$ cat src/rtl/core/rsap_pkg.sv
// Shared types, register indexes and mode codes for the search and attack policy.
// No dependencies; imported by rsap_decide, robot_search_attack_policy and tb_top.
`timescale 1ns / 1ps

package rsap_pkg;

    localparam int RANGE_INTERVAL_MS_DEF  = 50;
    localparam int WINDOW_DURATION_MS_DEF = 2000;

    localparam int SPEED_W = 8;
    localparam int CMD_W   = 9;
    localparam int MM_W    = 13;
    localparam int TIME_W  = 32;
    localparam int CFG_IDX_W  = 3;
    localparam int CFG_DATA_W = 13;
    localparam int IN_DATA_W  = 56;
    localparam int OUT_DATA_W = 24;

    localparam logic [CFG_IDX_W-1:0] REG_SEARCH_MODE      = 3'd0;
    localparam logic [CFG_IDX_W-1:0] REG_RANGER_PRESENT   = 3'd1;
    localparam logic [CFG_IDX_W-1:0] REG_TURN_SPEED       = 3'd2;
    localparam logic [CFG_IDX_W-1:0] REG_SLOW_SPEED       = 3'd3;
    localparam logic [CFG_IDX_W-1:0] REG_ATTACK_FULL      = 3'd4;
    localparam logic [CFG_IDX_W-1:0] REG_ATTACK_REDUCED   = 3'd5;
    localparam logic [CFG_IDX_W-1:0] REG_NEAR_THRESHOLD   = 3'd6;
    localparam logic [CFG_IDX_W-1:0] REG_WINDOW_THRESHOLD = 3'd7;

    typedef enum logic [2:0] {
        MODE_DEFAULT  = 3'd0,
        MODE_SLOW     = 3'd1,
        MODE_DISTANCE = 3'd2,
        MODE_CURVE    = 3'd3,
        MODE_WINDOW   = 3'd4
    } t_mode;

    typedef struct packed {
        logic [2:0]         search_mode;
        logic               ranger_present;
        logic [SPEED_W-1:0] turn_speed;
        logic [SPEED_W-1:0] slow_speed;
        logic [SPEED_W-1:0] attack_full;
        logic [SPEED_W-1:0] attack_reduced;
        logic [MM_W-1:0]    near_threshold;
        logic [MM_W-1:0]    window_threshold;
    } t_cfg;

    typedef struct packed {
        logic              last_side_right;
        logic [TIME_W-1:0] last_range_time;
        logic              range_near;
        logic [TIME_W-1:0] window_start;
        logic              window_started;
        t_mode             active_mode;
    } t_state;

    typedef struct packed {
        logic              macro_busy;
        logic [TIME_W-1:0] now_ms;
        logic              range_valid;
        logic [MM_W-1:0]   range_mm;
        logic              sees_front;
        logic              sees_right;
        logic              sees_left;
    } t_frame;

    typedef struct packed {
        logic              macro_right;
        logic              macro_start;
        logic              drive_valid;
        logic signed [CMD_W-1:0] right_speed;
        logic signed [CMD_W-1:0] left_speed;
    } t_result;

    // Modes needing an absent ranger, and codes past the list, fall back to default.
    function automatic t_mode resolve_mode(input logic [2:0] sm, input logic rp);
        t_mode m;
        case (sm)
            MODE_SLOW:     m = MODE_SLOW;
            MODE_DISTANCE: m = rp ? MODE_DISTANCE : MODE_DEFAULT;
            MODE_CURVE:    m = rp ? MODE_CURVE : MODE_DEFAULT;
            MODE_WINDOW:   m = MODE_WINDOW;
            default:       m = MODE_DEFAULT;
        endcase
        return m;
    endfunction

endpackage

$ cat src/rtl/core/robot_search_attack_policy.sv
// Search and attack policy: input register, decision logic, result register.
// Frames pass both registers in turn; one frame per cycle while the receiver is ready.
// The policy state updates as a frame leaves the input register, so frames chain
// back to back. Synchronous active-low reset clears configuration and state,
// active mode default; no clearing pass. Depends on rsap_pkg and rsap_decide.
`timescale 1ns / 1ps

module robot_search_attack_policy #(
    parameter int RANGE_INTERVAL_MS  = rsap_pkg::RANGE_INTERVAL_MS_DEF,
    parameter int WINDOW_DURATION_MS = rsap_pkg::WINDOW_DURATION_MS_DEF
) (
    input  logic                               i_clk,
    input  logic                               i_rst_n,
    input  logic                               i_cfg_we,
    input  logic [rsap_pkg::CFG_IDX_W-1:0]     i_cfg_idx,
    input  logic [rsap_pkg::CFG_DATA_W-1:0]    i_cfg_data,
    input  logic                               s_axis_tvalid,
    output logic                               s_axis_tready,
    // sees_left, sees_right, sees_front, range_mm[13], range_valid, now_ms[32],
    // macro_busy, zero fill
    input  logic [rsap_pkg::IN_DATA_W-1:0]     s_axis_tdata,
    output logic                               m_axis_tvalid,
    input  logic                               m_axis_tready,
    // left_speed[9], right_speed[9], drive_valid, macro_start, macro_right, zero fill
    output logic [rsap_pkg::OUT_DATA_W-1:0]    m_axis_tdata
);
    import rsap_pkg::*;

    t_cfg    r_cfg, n_cfg;
    t_state  r_state, n_state, dec_state;
    t_frame  r_frame;
    t_result r_result, dec_result;
    logic    r_in_valid, r_out_valid;
    logic    advance;

    assign advance       = r_in_valid && (!r_out_valid || m_axis_tready);
    assign s_axis_tready = !r_in_valid || advance;
    assign m_axis_tvalid = r_out_valid;
    assign m_axis_tdata  = {{(OUT_DATA_W - $bits(t_result)){1'b0}}, r_result};

    rsap_decide #(
        .RANGE_INTERVAL_MS  (RANGE_INTERVAL_MS),
        .WINDOW_DURATION_MS (WINDOW_DURATION_MS)
    ) u_decide (
        .i_cfg    (r_cfg),
        .i_state  (r_state),
        .i_frame  (r_frame),
        .o_state  (dec_state),
        .o_result (dec_result)
    );

    always_comb begin
        n_cfg   = r_cfg;
        n_state = advance ? dec_state : r_state;
        if (i_cfg_we) begin
            case (i_cfg_idx)
                REG_SEARCH_MODE:      n_cfg.search_mode      = i_cfg_data[2:0];
                REG_RANGER_PRESENT:   n_cfg.ranger_present   = i_cfg_data[0];
                REG_TURN_SPEED:       n_cfg.turn_speed       = i_cfg_data[SPEED_W-1:0];
                REG_SLOW_SPEED:       n_cfg.slow_speed       = i_cfg_data[SPEED_W-1:0];
                REG_ATTACK_FULL:      n_cfg.attack_full      = i_cfg_data[SPEED_W-1:0];
                REG_ATTACK_REDUCED:   n_cfg.attack_reduced   = i_cfg_data[SPEED_W-1:0];
                REG_NEAR_THRESHOLD:   n_cfg.near_threshold   = i_cfg_data[MM_W-1:0];
                REG_WINDOW_THRESHOLD: n_cfg.window_threshold = i_cfg_data[MM_W-1:0];
                default: begin
                end
            endcase
            // A mode or ranger write restarts the search from a clean state.
            if (i_cfg_idx == REG_SEARCH_MODE || i_cfg_idx == REG_RANGER_PRESENT) begin
                n_state.active_mode     = resolve_mode(n_cfg.search_mode,
                                                       n_cfg.ranger_present);
                n_state.last_range_time = '0;
                n_state.range_near      = 1'b0;
                n_state.window_start    = '0;
                n_state.window_started  = 1'b0;
            end
        end
    end

    always_ff @(posedge i_clk) begin
        if (!i_rst_n) begin
            r_cfg       <= '0;
            r_state     <= '0;
            r_in_valid  <= 1'b0;
            r_out_valid <= 1'b0;
        end else begin
            r_cfg   <= n_cfg;
            r_state <= n_state;
            if (s_axis_tready) begin
                r_in_valid <= s_axis_tvalid;
            end
            if (advance) begin
                r_out_valid <= 1'b1;
            end else if (m_axis_tready) begin
                r_out_valid <= 1'b0;
            end
        end
    end

    always_ff @(posedge i_clk) begin
        if (s_axis_tvalid && s_axis_tready) begin
            r_frame <= s_axis_tdata[$bits(t_frame)-1:0];
        end
        if (advance) begin
            r_result <= dec_result;
        end
    end

`ifndef SYNTHESIS
    a_macro_no_drive: assert property (@(posedge i_clk) disable iff (!i_rst_n)
        r_out_valid |-> !(r_result.macro_start && r_result.drive_valid))
        else $error("macro start issued together with a drive command");

    a_stall_blocks_input: assert property (@(posedge i_clk) disable iff (!i_rst_n)
        (r_in_valid && r_out_valid && !m_axis_tready) |-> !s_axis_tready)
        else $error("input accepted while both stages are held");

    a_mode_write_clears: assert property (@(posedge i_clk) disable iff (!i_rst_n)
        (i_cfg_we && (i_cfg_idx == REG_SEARCH_MODE || i_cfg_idx == REG_RANGER_PRESENT))
        |=> (!r_state.window_started && !r_state.range_near))
        else $error("mode write did not clear the search state");

    a_busy_holds_state: assert property (@(posedge i_clk) disable iff (!i_rst_n)
        (advance && r_frame.macro_busy && !i_cfg_we) |=> $stable(r_state))
        else $error("state changed during a busy frame");
`endif

endmodule

$ cat src/rtl/core/rsap_decide.sv
// Per-frame decision logic: next state and the wheel or macro command.
// Depends on rsap_pkg.
`timescale 1ns / 1ps

module rsap_decide #(
    parameter int RANGE_INTERVAL_MS  = rsap_pkg::RANGE_INTERVAL_MS_DEF,
    parameter int WINDOW_DURATION_MS = rsap_pkg::WINDOW_DURATION_MS_DEF
) (
    input  rsap_pkg::t_cfg    i_cfg,
    input  rsap_pkg::t_state  i_state,
    input  rsap_pkg::t_frame  i_frame,
    output rsap_pkg::t_state  o_state,
    output rsap_pkg::t_result o_result
);
    import rsap_pkg::*;

    localparam logic [TIME_W-1:0] INTERVAL = TIME_W'(RANGE_INTERVAL_MS);
    localparam logic [TIME_W-1:0] DURATION = TIME_W'(WINDOW_DURATION_MS);

    logic              side_right;
    logic              sampling;
    logic              sample_due;
    logic [MM_W-1:0]   thr;
    logic              valid_eff;
    logic              near_eff;
    logic [TIME_W-1:0] start_eff;
    logic              expired;
    logic signed [CMD_W-1:0] full_s, red_s, turn_p, turn_n, slow_p, slow_n;
    logic signed [CMD_W-1:0] att_l, att_r;

    always_comb begin
        side_right = i_frame.sees_left ? 1'b0 :
                     (i_frame.sees_right ? 1'b1 : i_state.last_side_right);
        full_s = $signed({1'b0, i_cfg.attack_full});
        red_s  = $signed({1'b0, i_cfg.attack_reduced});
        turn_p = $signed({1'b0, i_cfg.turn_speed});
        turn_n = -turn_p;
        slow_p = $signed({1'b0, i_cfg.slow_speed});
        slow_n = -slow_p;

        // Attack steering: one side bit alone slows the wheel on that side.
        if (i_frame.sees_front || (i_frame.sees_left && i_frame.sees_right)) begin
            att_l = full_s;
            att_r = full_s;
        end else if (i_frame.sees_left) begin
            att_l = red_s;
            att_r = full_s;
        end else if (i_frame.sees_right) begin
            att_l = full_s;
            att_r = red_s;
        end else begin
            att_l = '0;
            att_r = '0;
        end

        sampling = (i_state.active_mode == MODE_DISTANCE) ||
                   (i_state.active_mode == MODE_CURVE) ||
                   (i_state.active_mode == MODE_WINDOW);
        sample_due = (i_frame.now_ms - i_state.last_range_time) >= INTERVAL;
        thr = (i_state.active_mode == MODE_WINDOW) ? i_cfg.window_threshold
                                                   : i_cfg.near_threshold;
        valid_eff = i_frame.range_valid &&
                    ((i_state.active_mode != MODE_WINDOW) || i_cfg.ranger_present);

        o_state = i_state;
        o_state.last_side_right = side_right;
        if (sampling && sample_due) begin
            o_state.last_range_time = i_frame.now_ms;
            o_state.range_near      = valid_eff && (i_frame.range_mm < thr);
        end
        near_eff = o_state.range_near;

        start_eff = i_state.window_started ? i_state.window_start : i_frame.now_ms;
        expired   = (i_frame.now_ms - start_eff) >= DURATION;

        o_result = '0;
        o_result.drive_valid = 1'b1;
        // By default attack on a front sighting, else spin toward the last side seen.
        if (i_frame.sees_front) begin
            o_result.left_speed  = att_l;
            o_result.right_speed = att_r;
        end else begin
            o_result.left_speed  = side_right ? turn_p : turn_n;
            o_result.right_speed = side_right ? turn_n : turn_p;
        end

        case (i_state.active_mode)
            MODE_SLOW: begin
                if (!i_frame.sees_front) begin
                    o_result.left_speed  = side_right ? slow_p : slow_n;
                    o_result.right_speed = side_right ? slow_n : slow_p;
                end
            end
            MODE_DISTANCE: begin
                if (near_eff) begin
                    o_result.left_speed  = full_s;
                    o_result.right_speed = full_s;
                end else begin
                    o_result.left_speed  = side_right ? slow_p : slow_n;
                    o_result.right_speed = side_right ? slow_n : slow_p;
                end
            end
            MODE_CURVE: begin
                if (near_eff) begin
                    o_result = '0;
                    o_result.macro_start = 1'b1;
                    o_result.macro_right = side_right;
                end else begin
                    o_result.left_speed  = side_right ? slow_p : slow_n;
                    o_result.right_speed = side_right ? slow_n : slow_p;
                end
            end
            MODE_WINDOW: begin
                o_state.window_started = 1'b1;
                o_state.window_start   = start_eff;
                if (near_eff || expired) begin
                    // Window over: default search runs in this same frame.
                    o_state.active_mode = MODE_DEFAULT;
                end else begin
                    o_result.left_speed  = side_right ? slow_p : slow_n;
                    o_result.right_speed = side_right ? slow_n : slow_p;
                end
            end
            default: begin
            end
        endcase

        // While a macro owns the motors nothing is commanded and nothing moves.
        if (i_frame.macro_busy) begin
            o_state  = i_state;
            o_result = '0;
        end
    end

endmodule

$ cat config.mk
export PLATFORM = sky130hd
export DESIGN_NAME = robot_search_attack_policy
export DESIGN_NICKNAME = d
export VERILOG_FILES = /design/src/rtl/core/rsap_pkg.sv /design/src/rtl/core/robot_search_attack_policy.sv /design/src/rtl/core/rsap_decide.sv
export SDC_FILE = /design/constraint.sdc
export NUM_CORES = 1
export LEC_CHECK = 0
export BUFFER_PORTS_ARGS = -buffer_cell sky130_fd_sc_hd__buf_4
export CAP_MARGIN = 20
export CORE_UTILIZATION = 40
export CTS_CLUSTER_SIZE = 16
export DETAILED_ROUTE_END_ITERATION = 6
export SLEW_MARGIN = 20
export SYNTH_ARGS = -nofsm -noshare
export SYNTH_HDL_FRONTEND = slang
export SYNTH_HIERARCHICAL = 1
export SYNTH_SLANG_ARGS = --single-unit
$ cat constraint.sdc
create_clock -name i_clk -period 5.83 [get_ports i_clk]
set_input_delay 0.583 -clock i_clk [delete_from_list [all_inputs] [get_ports i_clk]]
set_output_delay 0.583 -clock i_clk [all_outputs]
set_load 0.1 [all_outputs]
# Word level (Yosys, flattened, before mapping)
# Cells that the tools add are included.
# totals
regBits,205
latchBits,0
ram_bits,0
romBits,0
wordCells,119
n_memories,0
# op_classes
add_sub_neg,4
n_mul,0
n_div,0
order_cmp,3
n_eq_ne,16
shift,0
muxes,38
bitwise_logic,3
reduce_logical,27
# ops
op,n
$mux 69,4
$mux 18,5
$mux 9,8
$pmux 18 s4,1
$sub 32x32->32,2
$mux 36,1
$mux 33,1
$ge 32x11->1 const B,1
$ge 32x6->1 const B,1
$mux 32,1
$eq 3x2->1 const B,6
$eq 3x3->1 const B,6
$neg 8->9,2
$mux 8,2
$reduce_and 2->1,7
$lt 13x13->1,1
$mux 13,1
$pmux 3 s4,1
$eq 3x1->1 const B,3
$mux 3,3
$logic_or 1x1->1,8
$mux 1,7
$logic_and 1x1->1,6
$mux 2,3
other kinds (7),10

# Longest topological paths before layout
# depth
word_depth,12
mapped_depth,20
ltp_nobuf,17

# Cells and area by module
# The synthesis kept the hierarchy.
# modules_own_cells
module,instances,cells_per_inst,area_each_um2,seq_area_each_um2
rsap_decide,1,1150,7283.2,0.0
robot_search_attack_policy,1,683,7165.6,4814.6

# Worst setup path after synthesis
# Ideal clock, no wire load.
# synth_path
path_type,flip-flop to flip-flop
start,register r_state[3] (netlist bit)
end,register r_result (netlist bit m_axis_tdata[9]) (data pin)
setup_time_ns,0.251
t_arrival_ns,4.693
required_time_ns,5.579
setup_slack_ns,0.886
stages_incl_launch_ff,20
path_buffers,5
synth_period_minus_slack_ns,4.944
cell_sequence,dfxtp_1 -> clkbuf_1 -> clkbuf_1 -> mux2i_1 -> ha_1 -> clkbuf_1 -> a21oi_1 -> o21ai_0 -> a221oi_1 -> o21ai_1 -> a221oi_1 -> xor2_1 -> or3b_1 -> or4_1 -> nor2_1 -> mux2i_2 -> buf_6 -> mux2i_1 -> a21oi_1 -> buf_4
# synth_between
elab_chain_len,6
# synth_lines
element,line_no,rtl
"start, declared",robot_search_attack_policy.sv:30,"t_state r_state, n_state, dec_state;"
"start signal, assigned",robot_search_attack_policy.sv:88,r_state <= n_state;
$mux 32,rsap_decide.sv:73,start_eff = i_state.window_started ? i_state.window_start : i_frame.now_ms;
$sub 32x32->32,rsap_decide.sv:74,expired = (i_frame.now_ms - start_eff) >= DURATION;
$ge 32x11->1,rsap_decide.sv:74,
$logic_or 1x1->1,rsap_decide.sv:116,if (near_eff || expired) begin
$mux 18,rsap_decide.sv:116,
$pmux 18 s4,rsap_decide.sv:87,case (i_state.active_mode)
"end signal, assigned",robot_search_attack_policy.sv:105,r_result <= dec_result;
"end, declared",robot_search_attack_policy.sv:32,"t_result r_result, dec_result;"
# Every way passes these cells.
# A chain may end at the register's enable or synchronous reset.

# Final worst setup path
# layout_path
start,register r_state[3] (netlist bit)
end,register r_result (netlist bit m_axis_tdata[8]) (data pin)
# Same word-level chain as after synthesis.

==> results <==
- The run finished with clean final reports.
- The number of top-level pins is ~100.
- The count of filler cells inserted in the layout is 3473.
- The worst hold slack is around 280 ps.
- The kind of cell adding the most delay to the critical path is simple AND/OR/NAND/NOR gates.
- The worst path required time is 6010 ps.
- The number of clock sinks is 197.
- The number of endpoints with negative hold slack in the final report was 0.
- In this run the vertical extent of the chip is roughly 190 um.
- The global-route wire length before repair is 63080 um.
- The design area is between 0.015 and 0.02 sq mm.
- The critical-path maximum fanout is 16.
- The number of buffers and inverters on the critical path is 2.
- For this run, the share of the core covered by cells in the final layout is 44.94%.
- The number of levels in the clock H-tree is 4.
- The detail route stage leaves a number of antenna-violating nets equal to 0.
- The detailed router's first-iteration violation count is ~770.
- The number of placed instances, taps included, is about 2300.
- Registers are responsible for 44.3% of the overall power.
- The worst path uses about 91% of the clock period.
- The start point of the worst hold path is s_axis_tdata[2].
- The number of antenna diodes in the final layout is 0.
- The leakage power of the design is about 5.6 nW.
- The largest stage delay on the critical path is 670 ps.
- The number of gates resized after CTS was 0.
- The path type of the worst min-delay path is in -> reg.
- Clock-pin slew was measured on the worst setup and hold paths at 80 ps.
- The worst register-to-register path begins at r_state[3]$_SDFF_PN0_.
- The count of warnings emitted by yosys is 6.
- The initial standard-cell utilization of the core is between 40 and 50%.
- Walking the worst path, the cells encountered are buf_4 -> mux2i_1 -> ha_1 -> a21oi_1 -> o21ai_0 -> a221oi_1 -> and3_1 -> a211oi_1 -> nor4b_1 -> nand4b_1 -> or4_1 -> nor2_1 -> mux2i_2 -> buf_4 -> a31oi_1 -> a211oi_1.
- In the final layout, the multi-input gates occupy between 0.008 and 0.009 sq mm.
- The combinational share of power is roughly a fifth.
- The number of antenna violations at the first check in global routing is 0.
- Detailed routing inserted a total of ~13000 vias.
- After detailed routing, the number of vias per cell comes to 5.616.
- The net count of the finished layout is 1969.
- The average wire length per cell after detail routing is between 15 and 20 um.
- The mean cell area of the mapped netlist is 7.864 sq um.
- The worst setup path is captured at a flip-flop.
- The number of clock buffers added by TritonCTS is 17.
- Setup repair after global routing left no endpoint under its margin.
- The post-CTS setup buffer count is 0.
- The setup total negative slack is 0 ps.
- Summed over all nets, the half-perimeter wirelength after detailed placement is 28260 um.
- Registers take between 0.004 and 0.005 sq mm.
- The synthesized netlist cell count is ~1800.
- The largest individual stage delay along the critical path comes from the cell sky130_fd_sc_hd__or4_1.
- The clock tree from TritonCTS is yes.
- The switching part of the total power is roughly a third.
- The number of buffers on the longest clock path is 2.
- The number of buffer cells added on primary ports is 93.
- The worst hold path terminates at r_frame[2]$_DFFE_PP_.
- Entering global routing, the biggest net connects 70 pins.
- In the final layout, the share of cells above drive strength 1 is roughly a tenth.
- The die is approximately 190 um wide.
- In the global route stage, overall resource usage came out at between 20% and 30%.
- The floorplan has 68 rows.
- After detailed placement, the total cell area comes to ~0.015 sq mm.
- The number of detailed-routing iterations run before antenna repair is 7.
- The final critical path time including I/O delays and setup is 5315 ps.
- In the post-route analysis, the smallest setup slack over all paths is between 500 and 600 ps.
- Summed over all layers, the routed wires come to slightly below 40000 um.
- The power per standard cell area is about 220 mW/mm^2.
- For this run, design rule violations remaining after detail routing come to 0.
- The total congestion overflow after global routing is 0.
- The count of final max-slew check failures is 0.
- The net switching component of the power is roughly 1.1 mW.
- At the end of routability-driven placement, the weighted congestion stood at around 0.93.
- The relative slew slack is around a quarter.
- In this run the critical register-to-register path is captured at m_axis_tdata[8]$_DFFE_PP_.
- Setup violations remaining at the end of the flow were counted as 0.
- Total power for the finished layout comes to 3.395 mW.
- The finished layout holds 2282 standard cells, fillers aside.
- The worst setup path is of the reg -> reg kind.
- The setup skew after layout is roughly 15 ps.
- Based on the critical path, the design can be clocked at up to around 0.19 GHz.
- The cell sitting at the root of the clock tree is a sky130_fd_sc_hd__clkbuf_16.
- STA puts the critical path data arrival time at between 5000 and 6000 ps.
- The internal portion of total power is ~2.3 mW.
- The worst-case vdd ir drop is ~220 uV.
- Prior to clock tree synthesis, the placed netlist has a worst setup slack of between 600 and 700 ps.
- The most frequent standard cell in the layout excluding fill and tap cells is sky130_fd_sc_hd__nand2_1.
- For the worst-skew pair, the clock arrives at the later sink with an insertion delay of ~470 ps.
- The number of hold buffers added after CTS was 0.
- The pin slew with the least headroom to its limit is ~1100 ps.
- The via count of the first global-routing pass is approximately 12000.
- For flop-to-flop paths, the worst setup slack is ~510 ps.
- The area overhead of the layout relative to synthesis is 10.27%.
- The core region is between 0.03 and 0.04 sq mm.
- The floorplan step defined a die boundary enclosing 0.03612 sq mm.
- STA classifies the critical path startpoint as a flip-flop.
- The number of cells on the worst reg-to-reg path is 16.
- The library cells used most frequently in the layout, excluding fill and tap cells, are sky130_fd_sc_hd__nand2_1 (403), sky130_fd_sc_hd__a21oi_1 (172), sky130_fd_sc_hd__o21ai_0 (130), sky130_fd_sc_hd__dfxtp_1 (125), sky130_fd_sc_hd__buf_4 (106).
- The share of power burned in the clock network is 34.8%.
- Max-cap violations in this run came to 0.
- The count of cells along the worst hold path is 1.
- Summing every instance area after synthesis gives 0.01415 sq mm.
[power by group through the flow]
stage	combinational (mW)	sequential, mW	clock (mW)
4_1_cts	0.706	1.51	1.22
5_1_grt	0.781	1.51	1.27
3_3_place_gp	0.699	1.54	0
6_report	0.709	1.51	1.18
3_5_place_dp	0.701	1.54	0
2_1_floorplan	0.471	1.57	0
[layer usage]
layer | GRT usage, % | vias to the layer above | routed length, um
li1 | - | 6444 | -
met1 | 26.38 | 6088 | 17450
met2 | 39.68 | 238 | 19240
met3 | 3.136 | 46 | 1297
met4 | 7.258 | 0 | 901
met5 | 0 | - | 0
[flip-flops by register name, summed over array words and instances (netlist names)]
signal,flops
m_axis_tvalid,1
m_axis_tdata,21
r_cfg,54
r_in_valid,1
r_frame,50
r_state,70
[how the worst max path moves through the flow]
stage | from | endpoint | slack, ps | depth (start not counted)
floorplan | r_state[3]$_SDFF_PN0_ | m_axis_tdata[9]$_DFFE_PP_ | 890 | 19
global placement | r_state[3]$_SDFF_PN0_ | m_axis_tdata[8]$_DFFE_PP_ | 690 | 16
detailed placement | r_state[3]$_SDFF_PN0_ | m_axis_tdata[8]$_DFFE_PP_ | 660 | 16
CTS | r_state[3]$_SDFF_PN0_ | m_axis_tdata[8]$_DFFE_PP_ | 640 | 16
global route | r_state[3]$_SDFF_PN0_ | m_axis_tdata[8]$_DFFE_PP_ | 250 | 15
finish | r_state[3]$_SDFF_PN0_ | m_axis_tdata[8]$_DFFE_PP_ | 510 | 16
[area by class of cell]
type | count | share of cell area, %
Clock buffer | 18 | 2.751
Inverter | 56 | 1.355
Clock inverter | 14 | 0.9063
Multi-Input combinational cell | 1436 | 56.39
Sequential cell | 197 | 29.84
Timing Repair Buffer | 106 | 5.101
Tap cell | 455 | 3.649
No activity file was read; power rests on OpenSTA's default activity.
